`config.mk`:
```
export PLATFORM = sky130hd
export DESIGN_NAME = sha256_byte_stream_hasher
export DESIGN_NICKNAME = d
export VERILOG_FILES = /design/src/rtl/sha256bsh_pkg.sv /design/src/rtl/sha256bsh_ctrl.sv /design/src/rtl/sha256bsh_datapath.sv /design/src/rtl/sha256_byte_stream_hasher.sv
export SDC_FILE = /design/constraint.sdc
export NUM_CORES = 2
export LEC_CHECK = 0
export ABC_AREA = 1
export CAP_MARGIN = 0
export CORE_AREA = 2 2 445 447
export DETAILED_ROUTE_END_ITERATION = 8
export DIE_AREA = 0 0 447 449
export DONT_BUFFER_PORTS = 1
export HOLD_SLACK_MARGIN = 0.12
export PLACE_DENSITY = 0.61
export REMOVE_ABC_BUFFERS = 1
export SYNTH_ARGS = -nofsm -noshare
export SYNTH_HDL_FRONTEND = slang
export SYNTH_SLANG_ARGS = --single-unit
```
`constraint.sdc`:
```
create_clock -name clk -period 18.05 [get_ports clk]
set_input_delay 3.61 -clock clk [delete_from_list [all_inputs] [get_ports clk]]
set_output_delay 3.61 -clock clk [all_outputs]
set_load 0.005 [all_outputs]
```
`src/rtl/sha256bsh_pkg.sv`:
```
// shared types and constants of the sha-256 byte stream hasher
// no dependencies; used by controller, datapath and top level
package sha256bsh_pkg;

    localparam int BLOCK_BYTES = 64;
    localparam int ROUNDS      = 64;
    localparam int CHAIN_WORDS = 8;

    // round constants
    localparam logic [31:0] ROUND_K [0:ROUNDS-1] = '{
        32'h428a2f98, 32'h71374491, 32'hb5c0fbcf, 32'he9b5dba5,
        32'h3956c25b, 32'h59f111f1, 32'h923f82a4, 32'hab1c5ed5,
        32'hd807aa98, 32'h12835b01, 32'h243185be, 32'h550c7dc3,
        32'h72be5d74, 32'h80deb1fe, 32'h9bdc06a7, 32'hc19bf174,
        32'he49b69c1, 32'hefbe4786, 32'h0fc19dc6, 32'h240ca1cc,
        32'h2de92c6f, 32'h4a7484aa, 32'h5cb0a9dc, 32'h76f988da,
        32'h983e5152, 32'ha831c66d, 32'hb00327c8, 32'hbf597fc7,
        32'hc6e00bf3, 32'hd5a79147, 32'h06ca6351, 32'h14292967,
        32'h27b70a85, 32'h2e1b2138, 32'h4d2c6dfc, 32'h53380d13,
        32'h650a7354, 32'h766a0abb, 32'h81c2c92e, 32'h92722c85,
        32'ha2bfe8a1, 32'ha81a664b, 32'hc24b8b70, 32'hc76c51a3,
        32'hd192e819, 32'hd6990624, 32'hf40e3585, 32'h106aa070,
        32'h19a4c116, 32'h1e376c08, 32'h2748774c, 32'h34b0bcb5,
        32'h391c0cb3, 32'h4ed8aa4a, 32'h5b9cca4f, 32'h682e6ff3,
        32'h748f82ee, 32'h78a5636f, 32'h84c87814, 32'h8cc70208,
        32'h90befffa, 32'ha4506ceb, 32'hbef9a3f7, 32'hc67178f2
    };

    // initial hash value
    localparam logic [31:0] INIT_HASH [0:CHAIN_WORDS-1] = '{
        32'h6a09e667, 32'hbb67ae85, 32'h3c6ef372, 32'ha54ff53a,
        32'h510e527f, 32'h9b05688c, 32'h1f83d9ab, 32'h5be0cd19
    };

    localparam logic [7:0] PAD_MARK_BYTE = 8'h80;
    localparam logic [3:0] BIT_COUNT_STEP = 4'd8;

    // source of a byte shifted into the block buffer
    typedef enum logic [1:0] {
        BSEL_DATA = 2'd0,
        BSEL_MARK = 2'd1,
        BSEL_ZERO = 2'd2
    } byte_sel_t;

    // controller to datapath
    typedef struct packed {
        logic      shift_byte;
        byte_sel_t byte_sel;
        logic      shift_len;
        logic      comp_load;
        logic      round;
        logic      fold;
        logic      emit;
        logic      restart;
    } sha_cmd_t;

    // datapath to controller
    typedef struct packed {
        logic fill_is_63;
        logic fill_is_56;
        logic round_last;
        logic emit_last;
        logic out_free;
    } sha_stat_t;

endpackage

```
`src/rtl/sha256bsh_ctrl.sv`:
```
// control state machine of the sha-256 byte stream hasher
// depends on sha256bsh_pkg for the command and status structs
module sha256bsh_ctrl (
    input  logic                   clk,
    input  logic                   rst_n,
    input  logic                   s_axis_tvalid,
    input  logic                   s_axis_tuser,
    input  logic                   s_axis_tlast,
    output logic                   s_axis_tready,
    input  sha256bsh_pkg::sha_stat_t stat,
    output sha256bsh_pkg::sha_cmd_t  cmd
);
    import sha256bsh_pkg::*;

    typedef enum logic [7:0] {
        ST_IDLE      = 8'b0000_0001,
        ST_PAD_MARK  = 8'b0000_0010,
        ST_PAD_ZERO  = 8'b0000_0100,
        ST_PAD_LEN   = 8'b0000_1000,
        ST_COMP_LOAD = 8'b0001_0000,
        ST_ROUND     = 8'b0010_0000,
        ST_FOLD      = 8'b0100_0000,
        ST_DIGEST    = 8'b1000_0000
    } state_t;

    state_t state_reg, state_next;
    state_t ret_reg, ret_next;
    logic   accept;

    assign s_axis_tready = (state_reg == ST_IDLE);
    assign accept        = s_axis_tvalid && s_axis_tready;

    // state and return point
    always_ff @(posedge clk or negedge rst_n)
    begin
        if (!rst_n)
        begin
            state_reg <= ST_IDLE;
            ret_reg   <= ST_IDLE;
        end
        else
        begin
            state_reg <= state_next;
            ret_reg   <= ret_next;
        end
    end

    // next state and commands
    always_comb
    begin
        state_next = state_reg;
        ret_next   = ret_reg;
        cmd        = '0;
        cmd.byte_sel = BSEL_DATA;
        unique case (state_reg)
            ST_IDLE:
            begin
                if (accept)
                begin
                    cmd.shift_byte = s_axis_tuser;
                    if (s_axis_tuser && stat.fill_is_63)
                    begin
                        state_next = ST_COMP_LOAD;
                        ret_next   = s_axis_tlast ? ST_PAD_MARK : ST_IDLE;
                    end
                    else if (s_axis_tlast)
                    begin
                        state_next = ST_PAD_MARK;
                    end
                end
            end
            ST_PAD_MARK:
            begin
                cmd.shift_byte = 1'b1;
                cmd.byte_sel   = BSEL_MARK;
                if (stat.fill_is_63)
                begin
                    state_next = ST_COMP_LOAD;
                    ret_next   = ST_PAD_ZERO;
                end
                else
                begin
                    state_next = ST_PAD_ZERO;
                end
            end
            ST_PAD_ZERO:
            begin
                if (stat.fill_is_56)
                begin
                    state_next = ST_PAD_LEN;
                end
                else
                begin
                    cmd.shift_byte = 1'b1;
                    cmd.byte_sel   = BSEL_ZERO;
                    if (stat.fill_is_63)
                    begin
                        state_next = ST_COMP_LOAD;
                        ret_next   = ST_PAD_ZERO;
                    end
                end
            end
            ST_PAD_LEN:
            begin
                cmd.shift_len = 1'b1;
                state_next    = ST_COMP_LOAD;
                ret_next      = ST_DIGEST;
            end
            ST_COMP_LOAD:
            begin
                cmd.comp_load = 1'b1;
                state_next    = ST_ROUND;
            end
            ST_ROUND:
            begin
                cmd.round = 1'b1;
                if (stat.round_last)
                begin
                    state_next = ST_FOLD;
                end
            end
            ST_FOLD:
            begin
                cmd.fold   = 1'b1;
                state_next = ret_reg;
            end
            ST_DIGEST:
            begin
                if (stat.out_free)
                begin
                    cmd.emit = 1'b1;
                    if (stat.emit_last)
                    begin
                        cmd.restart = 1'b1;
                        state_next  = ST_IDLE;
                    end
                end
            end
            default:
            begin
                state_next = ST_IDLE;
            end
        endcase
    end

endmodule

```
`src/rtl/sha256bsh_datapath.sv`:
```
// datapath of the sha-256 byte stream hasher: block buffer and schedule window,
// working variables, chaining words, counters and output register; uses sha256bsh_pkg
module sha256bsh_datapath (
    input  logic                   clk,
    input  logic                   rst_n,
    input  sha256bsh_pkg::sha_cmd_t  cmd,
    output sha256bsh_pkg::sha_stat_t stat,
    input  logic [7:0]             data_byte,
    input  logic                   m_axis_tready,
    output logic                   m_axis_tvalid,
    output logic [31:0]            digest_word,
    output logic [2:0]             word_index,
    output logic                   last_word
);
    import sha256bsh_pkg::*;

    // block buffer doubling as the message schedule window, word 0 oldest
    logic [0:15][31:0] win_reg, win_next;
    logic [31:0]       work_reg [0:7];
    logic [31:0]       work_next [0:7];
    logic [31:0]       chain_reg [0:7];
    logic [31:0]       chain_next [0:7];
    logic [6:0]        fill_reg, fill_next;
    logic [63:0]       bits_reg, bits_next;
    logic [5:0]        rnd_reg, rnd_next;
    logic [2:0]        emit_idx_reg, emit_idx_next;
    logic              out_valid_reg, out_valid_next;
    logic [31:0]       out_word_reg, out_word_next;
    logic [2:0]        out_idx_reg, out_idx_next;
    logic [7:0]        byte_in;
    logic [31:0]       sched_w, t1, t2;

    function automatic logic [31:0] big_sig0(input logic [31:0] x);
        return {x[1:0], x[31:2]} ^ {x[12:0], x[31:13]} ^ {x[21:0], x[31:22]};
    endfunction

    function automatic logic [31:0] big_sig1(input logic [31:0] x);
        return {x[5:0], x[31:6]} ^ {x[10:0], x[31:11]} ^ {x[24:0], x[31:25]};
    endfunction

    function automatic logic [31:0] sml_sig0(input logic [31:0] x);
        return {x[6:0], x[31:7]} ^ {x[17:0], x[31:18]} ^ (x >> 3);
    endfunction

    function automatic logic [31:0] sml_sig1(input logic [31:0] x);
        return {x[16:0], x[31:17]} ^ {x[18:0], x[31:19]} ^ (x >> 10);
    endfunction

    // status toward the controller
    assign stat.fill_is_63 = (fill_reg == 7'(BLOCK_BYTES - 1));
    assign stat.fill_is_56 = (fill_reg == 7'(BLOCK_BYTES - 8));
    assign stat.round_last = (rnd_reg == 6'(ROUNDS - 1));
    assign stat.emit_last  = (emit_idx_reg == 3'(CHAIN_WORDS - 1));
    assign stat.out_free   = !out_valid_reg || m_axis_tready;

    // byte source
    always_comb
    begin
        case (cmd.byte_sel)
            BSEL_DATA: byte_in = data_byte;
            BSEL_MARK: byte_in = PAD_MARK_BYTE;
            default:   byte_in = 8'h00;
        endcase
    end

    // round and schedule arithmetic
    always_comb
    begin
        sched_w = sml_sig1(win_reg[14]) + win_reg[9] + sml_sig0(win_reg[1]) + win_reg[0];
        t1 = work_reg[7] + big_sig1(work_reg[4])
           + ((work_reg[4] & work_reg[5]) ^ (~work_reg[4] & work_reg[6]))
           + ROUND_K[rnd_reg] + win_reg[0];
        t2 = big_sig0(work_reg[0])
           + ((work_reg[0] & work_reg[1]) ^ (work_reg[0] & work_reg[2])
              ^ (work_reg[1] & work_reg[2]));
    end

    // buffer, working variables and chaining words
    always_comb
    begin
        win_next   = win_reg;
        work_next  = work_reg;
        chain_next = chain_reg;
        fill_next  = fill_reg;
        bits_next  = bits_reg;
        rnd_next   = rnd_reg;
        if (cmd.shift_byte)
        begin
            win_next  = (win_reg << 8) | {504'd0, byte_in};
            fill_next = fill_reg + 7'd1;
            if (cmd.byte_sel == BSEL_DATA)
            begin
                bits_next = bits_reg + {60'd0, BIT_COUNT_STEP};
            end
        end
        if (cmd.shift_len)
        begin
            win_next = (win_reg << 64) | {448'd0, bits_reg};
        end
        if (cmd.comp_load)
        begin
            work_next = chain_reg;
            rnd_next  = '0;
        end
        if (cmd.round)
        begin
            win_next     = {win_reg[1:15], sched_w};
            work_next[7] = work_reg[6];
            work_next[6] = work_reg[5];
            work_next[5] = work_reg[4];
            work_next[4] = work_reg[3] + t1;
            work_next[3] = work_reg[2];
            work_next[2] = work_reg[1];
            work_next[1] = work_reg[0];
            work_next[0] = t1 + t2;
            rnd_next     = rnd_reg + 6'd1;
        end
        if (cmd.fold)
        begin
            for (int i = 0; i < CHAIN_WORDS; i++)
            begin
                chain_next[i] = chain_reg[i] + work_reg[i];
            end
            fill_next = '0;
        end
        if (cmd.restart)
        begin
            chain_next = INIT_HASH;
            fill_next  = '0;
            bits_next  = '0;
        end
    end

    // output register
    always_comb
    begin
        out_valid_next = out_valid_reg;
        out_word_next  = out_word_reg;
        out_idx_next   = out_idx_reg;
        emit_idx_next  = emit_idx_reg;
        if (m_axis_tready)
        begin
            out_valid_next = 1'b0;
        end
        if (cmd.emit)
        begin
            out_valid_next = 1'b1;
            out_word_next  = chain_reg[emit_idx_reg];
            out_idx_next   = emit_idx_reg;
            emit_idx_next  = emit_idx_reg + 3'd1;
        end
    end

    // control and state registers
    always_ff @(posedge clk or negedge rst_n)
    begin
        if (!rst_n)
        begin
            chain_reg     <= INIT_HASH;
            fill_reg      <= '0;
            bits_reg      <= '0;
            rnd_reg       <= '0;
            emit_idx_reg  <= '0;
            out_valid_reg <= 1'b0;
        end
        else
        begin
            chain_reg     <= chain_next;
            fill_reg      <= fill_next;
            bits_reg      <= bits_next;
            rnd_reg       <= rnd_next;
            emit_idx_reg  <= emit_idx_next;
            out_valid_reg <= out_valid_next;
        end
    end

    // payload registers
    always_ff @(posedge clk)
    begin
        win_reg      <= win_next;
        work_reg     <= work_next;
        out_word_reg <= out_word_next;
        out_idx_reg  <= out_idx_next;
    end

    assign m_axis_tvalid = out_valid_reg;
    assign digest_word   = out_word_reg;
    assign word_index    = out_idx_reg;
    assign last_word     = (out_idx_reg == 3'(CHAIN_WORDS - 1));

endmodule

```
`src/rtl/sha256_byte_stream_hasher.sv`:
```
// a byte beat shifts in one byte; a full 64-byte block then passes through the
// compression unit (load, 64 rounds at one per cycle, fold)
// end of message: 0x80, zero bytes to the length slot, the length, then compression
// (one more, with zero fill, on a spill); 8 digest beats, one per cycle unless stalled
// reset: asynchronous, clears counters, state and output valid, loads the initial hash
// top level; instantiates sha256bsh_ctrl and sha256bsh_datapath, uses sha256bsh_pkg
module sha256_byte_stream_hasher (
    input  logic        clk,
    input  logic        rst_n,
    input  logic        s_axis_tvalid,
    output logic        s_axis_tready,
    input  logic [7:0]  s_axis_tdata,   // [7:0] data_byte
    input  logic        s_axis_tuser,   // [0] has_byte
    input  logic        s_axis_tlast,   // last
    output logic        m_axis_tvalid,
    input  logic        m_axis_tready,
    output logic [39:0] m_axis_tdata,   // [31:0] digest_word, [34:32] word_index, zero fill
    output logic        m_axis_tlast    // last_word
);
    import sha256bsh_pkg::*;

    sha_cmd_t    cmd;
    sha_stat_t   stat;
    logic [31:0] digest_word;
    logic [2:0]  word_index;

    sha256bsh_ctrl u_ctrl (
        .clk           (clk),
        .rst_n         (rst_n),
        .s_axis_tvalid (s_axis_tvalid),
        .s_axis_tuser  (s_axis_tuser),
        .s_axis_tlast  (s_axis_tlast),
        .s_axis_tready (s_axis_tready),
        .stat          (stat),
        .cmd           (cmd)
    );

    sha256bsh_datapath u_dp (
        .clk           (clk),
        .rst_n         (rst_n),
        .cmd           (cmd),
        .stat          (stat),
        .data_byte     (s_axis_tdata),
        .m_axis_tready (m_axis_tready),
        .m_axis_tvalid (m_axis_tvalid),
        .digest_word   (digest_word),
        .word_index    (word_index),
        .last_word     (m_axis_tlast)
    );

    // pack the output beat
    assign m_axis_tdata = {5'd0, word_index, digest_word};

endmodule

```
# After elaboration in Yosys (flattened, before gate mapping)
# Memories as Yosys holds them, arrays and structs flattened.
# Cells that the tools add are included.
op_classes:
  n_eq_ne: 22
  div: 0
  bitwise: 21
  n_mul: 0
  shift: 0
  n_addsub: 22
  reduce_logical: 16
  n_lt_le_gt_ge: 2
  muxes: 50
ops:
  columns: ["op", "n"]
  rows:
  - ["$mux W512", 3]
  - ["$mux W256", 4]
  - ["$add A32 B32 Y32", 18]
  - ["$or A512 B64 Y512", 1]
  - ["$or A512 B8 Y512", 1]
  - ["$xor A32 B32 Y32", 9]
  - ["$mux W64", 3]
  - ["$and A32 B32 Y32", 5]
  - ["$mux W32", 4]
  - ["$bmux W32 S3", 1]
  - ["$mux W8", 12]
  - ["$add A64 B4 Y64 const B", 1]
  - ["$pmux W8 S8", 1]
  - ["$not A32 Y32", 1]
  - ["$pmux W8 S4", 1]
  - ["$xor A32 B22 Y32", 1]
  - ["$xor A32 B29 Y32", 1]
  - ["$mux W7", 3]
  - ["$pmux W8 S2", 1]
  - ["$eq A7 B6 Y1 const B", 2]
  - ["$mux W6", 2]
  - ["$ne A2 B2 Y1 const B", 6]
  - ["$reduce_bool A2 Y1", 5]
  - ["$eq A8 B1 Y1 const B", 1]
  - ["other kinds (34)", 46]
totals:
  latch_bits: 0
  out_inout_bits: 43
  inputBits: 14
  mem_bits_ro: 2048
  register_bits: 1156
  memories: 1
  mem_bits_rw: 0
mem_list:
  columns: ["memory", "depth", "width", "rd", "rd_ports_with_merged_regs", "wr", "line", "source"]
  rows:
  - ["(no name shown)", 64, 32, 1, 0, 0, "sha256bsh_datapath.sv:72", "+ ROUND_K[rnd_reg] + win_reg[0];"]

# Depth between registers and ports, before layout
logic_depth:
  depth_word: 9
  ltp_mapped: 47

# Modules after synthesis
# From an unflattened synthesis, not the netlist that was laid out.
unflattened:
  cells_unflattened: 10538
  hier_area_um2: 84010.6
modules_own_cells:
  columns: ["module", "area_per_inst_um2", "n_inst", "cells_per_inst"]
  rows:
  - ["sha256bsh_datapath", 83048.4, 1, 10392]
  - ["sha256bsh_ctrl", 920.9, 1, 140]
  - ["sha256_byte_stream_hasher", 41.3, 1, 6]

# Least setup slack after synthesis
# OpenSTA, ideal clock, no wires.
synth_path:
  path_type: "input to register"
  start: "in s_axis_tvalid"
  end: "reg u_dp.win_reg[0] in the netlist's numbering (enable)"
  path_stages: 6
  n_path_buf: 0
  required_time_ns: 14.363
  slack_ns: 2.068
  arrival_time_ns: 12.295
  path_cell_list: "nand2_1 -> nor2_4 -> inv_2 -> nand2_2 -> inv_1 -> nand2_1"
synth_between:
  elab_chain_len: 4
synth_rtl:
  columns: ["item", "line", "source"]
  rows:
  - ["start: declaration", "sha256_byte_stream_hasher.sv:10", "input logic s_axis_tvalid,"]
  - ["$logic_and A1 B1 Y1", "sha256bsh_ctrl.sv:31", "assign accept = s_axis_tvalid && s_axis_tready;"]
  - ["$mux W1", "sha256bsh_ctrl.sv:58", "if (accept)"]
  - ["$pmux W1 S3", "sha256bsh_ctrl.sv:55", "unique case (state_reg)"]
  - ["$reduce_bool A3 Y1 (no source line)", null, null]
  - ["end signal: assignment", "sha256bsh_datapath.sv:180", "win_reg <= win_next;"]
  - ["end: declaration", "sha256bsh_datapath.sv:18", "logic [0:15][31:0] win_reg, win_next;"]
# No other way between the ends.
# A chain may end at the register's enable or synchronous reset.

==> flow_summary.ini <==
[cts]
cts_tree = done
hold_buffers = 0
cts_buffers = 143
cts_setup_buffers = 0
cts.repair.resized = 0
insertion_delay_ns = 0.82
htreeDepth = 4
clock_sinks = 1149
clk_pin_slew_ns = 0.06
cts_buffer_depth = 3
root_buffer = clkbuf_16

[min_path]
hp-start = u_ctrl.ret_reg[0]
holdPathEnd = u_ctrl.ret_reg[0]
min_path_cells = 2
min_path_type = flop to flop

[drt]
initialDrtViolationCount = 9253
drc = 0
via_per_inst = 5.93
maxUsedRoutingLayer = met5
routedWlPerCell_um = 27.0
ant_nets = 0
met1_length_um = 154000
first_pass_iters = 9
drt_wl_total_um = 378000
wl_met2_um = 172000
vias = 82926
met3_length_um = 29700

[floorplanning]
coreArea_um2 = 196000
die_w_um = 447
die_y_um = 449
num_rows = 163
ioPinCount = 57
dieArea_um2 = 201000
initial_core_util = 0.448

[synth]
synth-seq-cells = 1149
ys_warn_count = 0
syn_inst = 11533
synth_area_um2 = 87800
syn_area_per_cell_um2 = 7.61
ys_async_sr_fraction = 0.301
ys_types = 67
synth-seq-area-share = 0.375
synth-main-ff-cell = edfxtp_1
synth_edf_count = 803

[setup_path]
critPathArrivalTime_ns = 9.76
path_max_fanout = 13
cpLargestDelayFamily = adder cells
slowest_delay_ns = 0.63
rr_endpoint = u_dp.work_reg[252]
endpoint_kind = flop
critPathBufInv = 6
cpMaxStageDelayCell = xnor2_1
reg2reg_slack_ns = 8.85
reg2reg_from = u_dp.rnd_reg[0]
r2r_cells = 34
cp-start-kind = flop
crit_top_cell = a21oi_1
critPathKind = flop to flop
worstPathRequired_ns = 18.61

[finish]
fin_nets = 11839
largest_register_ffs = 512
layout-drive-gt1-share = 0.0423
final_util = 0.480
synthToLayoutAreaGrowth_pct = 7.29

[timing]
final.setup.tns_ns = 0
rsz0062_at_grt = false
skew_ns = 0.0347
timing.fmax_mhz = 109
worst_pin_slew_ns = 1.35
hold_violations = 0
finalSetupViolations = 0
min_period_ns = 9.20
drv_slew = 0
maxSlewHeadroom = 0.0905
whs_ns = 0.495
fin_crit_sh = 0.510

[placement]
port_buffers = 0
dpl.hpwl_um = 292000
gp_congestion = 1.02

[global_routing]
grt_max_degree = 347
grt_pass1_wl_um = 544000
grt_pass1_vias = 79739
grt_usage = 0.367
grt.overflow.total = 0
grt_antenna_before_repair = 13

[outcome]
status = finished, final reports clean

[job]
max-cap-violations = 0
-- worst reg2reg max path, delay by kind of cell (launching register included) --
| family | cells | cell delay, ns |
|---|---|---|
| compound gates | 10 | 2.05 |
| xor+xnor | 1 | 0.63 |
| fa+ha+maj | 8 | 3.40 |
| buf+inv | 6 | 1.03 |
| flops | 1 | 0.58 |
| simple gates | 9 | 1.25 |
-- cell usage in the layout, fill, tap and decap left out, types with 87 or more instances in the layout --
master,instances
o21ai_0,1403
xnor2_1,147
dfrtp_1,206
ha_1,397
edfxtp_1,803
nor3_1,119
dfstp_2,138
fa_1,195
buf_4,87
clkbuf_16,144
xor2_1,240
inv_1,1737
a21oi_1,1665
nand4_1,116
o22ai_1,120
nand2_1,1950
nor2_1,826
nand3_1,389
-- cells by family (layout without fill, tap and decap cells) --
kind of cell    after synthesis  count (layout)  synth area share
buf+inv                    2293            2101             0.101
other cells                   1              13         0.0000427
simple gates               3500            3500             0.165
flops                      1149            1149             0.375
fa+ha+maj                   597             597             0.102
compound gates             3606            3606             0.219
xor+xnor                    387             387            0.0386
-- synth_stat cells, types with 11 or more instances --
| master | count | area share |
|---|---|---|
| dfrtp_1 | 208 | 0.059 |
| a21boi_0 | 30 | 0.0026 |
| a31oi_1 | 70 | 0.0050 |
| o21ai_0 | 1403 | 0.080 |
| ha_1 | 397 | 0.057 |
| dfstp_2 | 138 | 0.041 |
| o31ai_1 | 23 | 0.0020 |
| o21bai_1 | 61 | 0.0052 |
| edfxtp_1 | 803 | 0.27 |
| xnor2_1 | 147 | 0.015 |
| o21a_1 | 41 | 0.0035 |
| a21oi_1 | 1665 | 0.095 |
| xor2_1 | 240 | 0.024 |
| nor2_1 | 826 | 0.035 |
| clkbuf_1 | 331 | 0.014 |
| nand3b_1 | 31 | 0.0027 |
| or2_2 | 11 | 0.00078 |
| a21o_1 | 60 | 0.0051 |
| buf_1 | 29 | 0.0012 |
| inv_1 | 1740 | 0.074 |
| buf_2 | 162 | 0.0092 |
| buf_4 | 14 | 0.0012 |
| nor3_1 | 119 | 0.0068 |
| nand2_1 | 1955 | 0.084 |
| fa_1 | 195 | 0.044 |
| nand4_1 | 116 | 0.0083 |
| nand3_1 | 389 | 0.022 |
| nor4_1 | 15 | 0.0011 |
| o22ai_1 | 120 | 0.0086 |
| o211ai_1 | 65 | 0.0056 |
-- layer usage --
| layer | up-vias | GRT usage |
|---|---|---|
| li1 | 38156 | - |
| met3 | 766 | 0.0635 |
| met2 | 3626 | 0.582 |
| met5 | - | 0 |
| met4 | 12 | 0.189 |
| met1 | 40366 | 0.480 |
-- through the flow --
stage                     instance area (um^2)  std cells  worst slack [ns]
after CTS                                94200      13985              9.09
final                                    94200      13993              8.85
after floorplan                          85500      10997            -24.36
after detailed placement                 89600      13728              9.12
after global routing                     94200      13986              8.56
after global placement                   89600      13728              9.13
-- worst max-delay path by stage --
stage | start | to | slack [ns] | depth (start not counted)
after global routing | u_dp.rnd_reg[0] | u_dp.work_reg[246] | 8.56 | 35
after detailed placement | u_dp.rnd_reg[0] | u_dp.work_reg[246] | 9.12 | 33
after floorplan | u_ctrl.state_reg[5] | u_dp.win_reg[4] | -24.36 | 6
final | u_dp.rnd_reg[0] | u_dp.work_reg[252] | 8.85 | 34
after CTS | u_dp.rnd_reg[0] | u_dp.work_reg[246] | 9.09 | 33
after global placement | u_dp.rnd_reg[2] | u_dp.work_reg[255] | 9.13 | 38
-- area by class of cell --
type,count,area (um^2)
inverters,1753,6600
repair buffers,91,733
clock inverters,66,708
well taps,2640,3300
multi-input cells,8095,46000
fillers,19715,102000
clock buffers,191,3870
diodes,8,20.0
flip-flops and latches,1149,32900
Power is left out: the tool's default activity adds up to more than one toggle a clock period on the data nets, which glitch-free logic cannot reach.
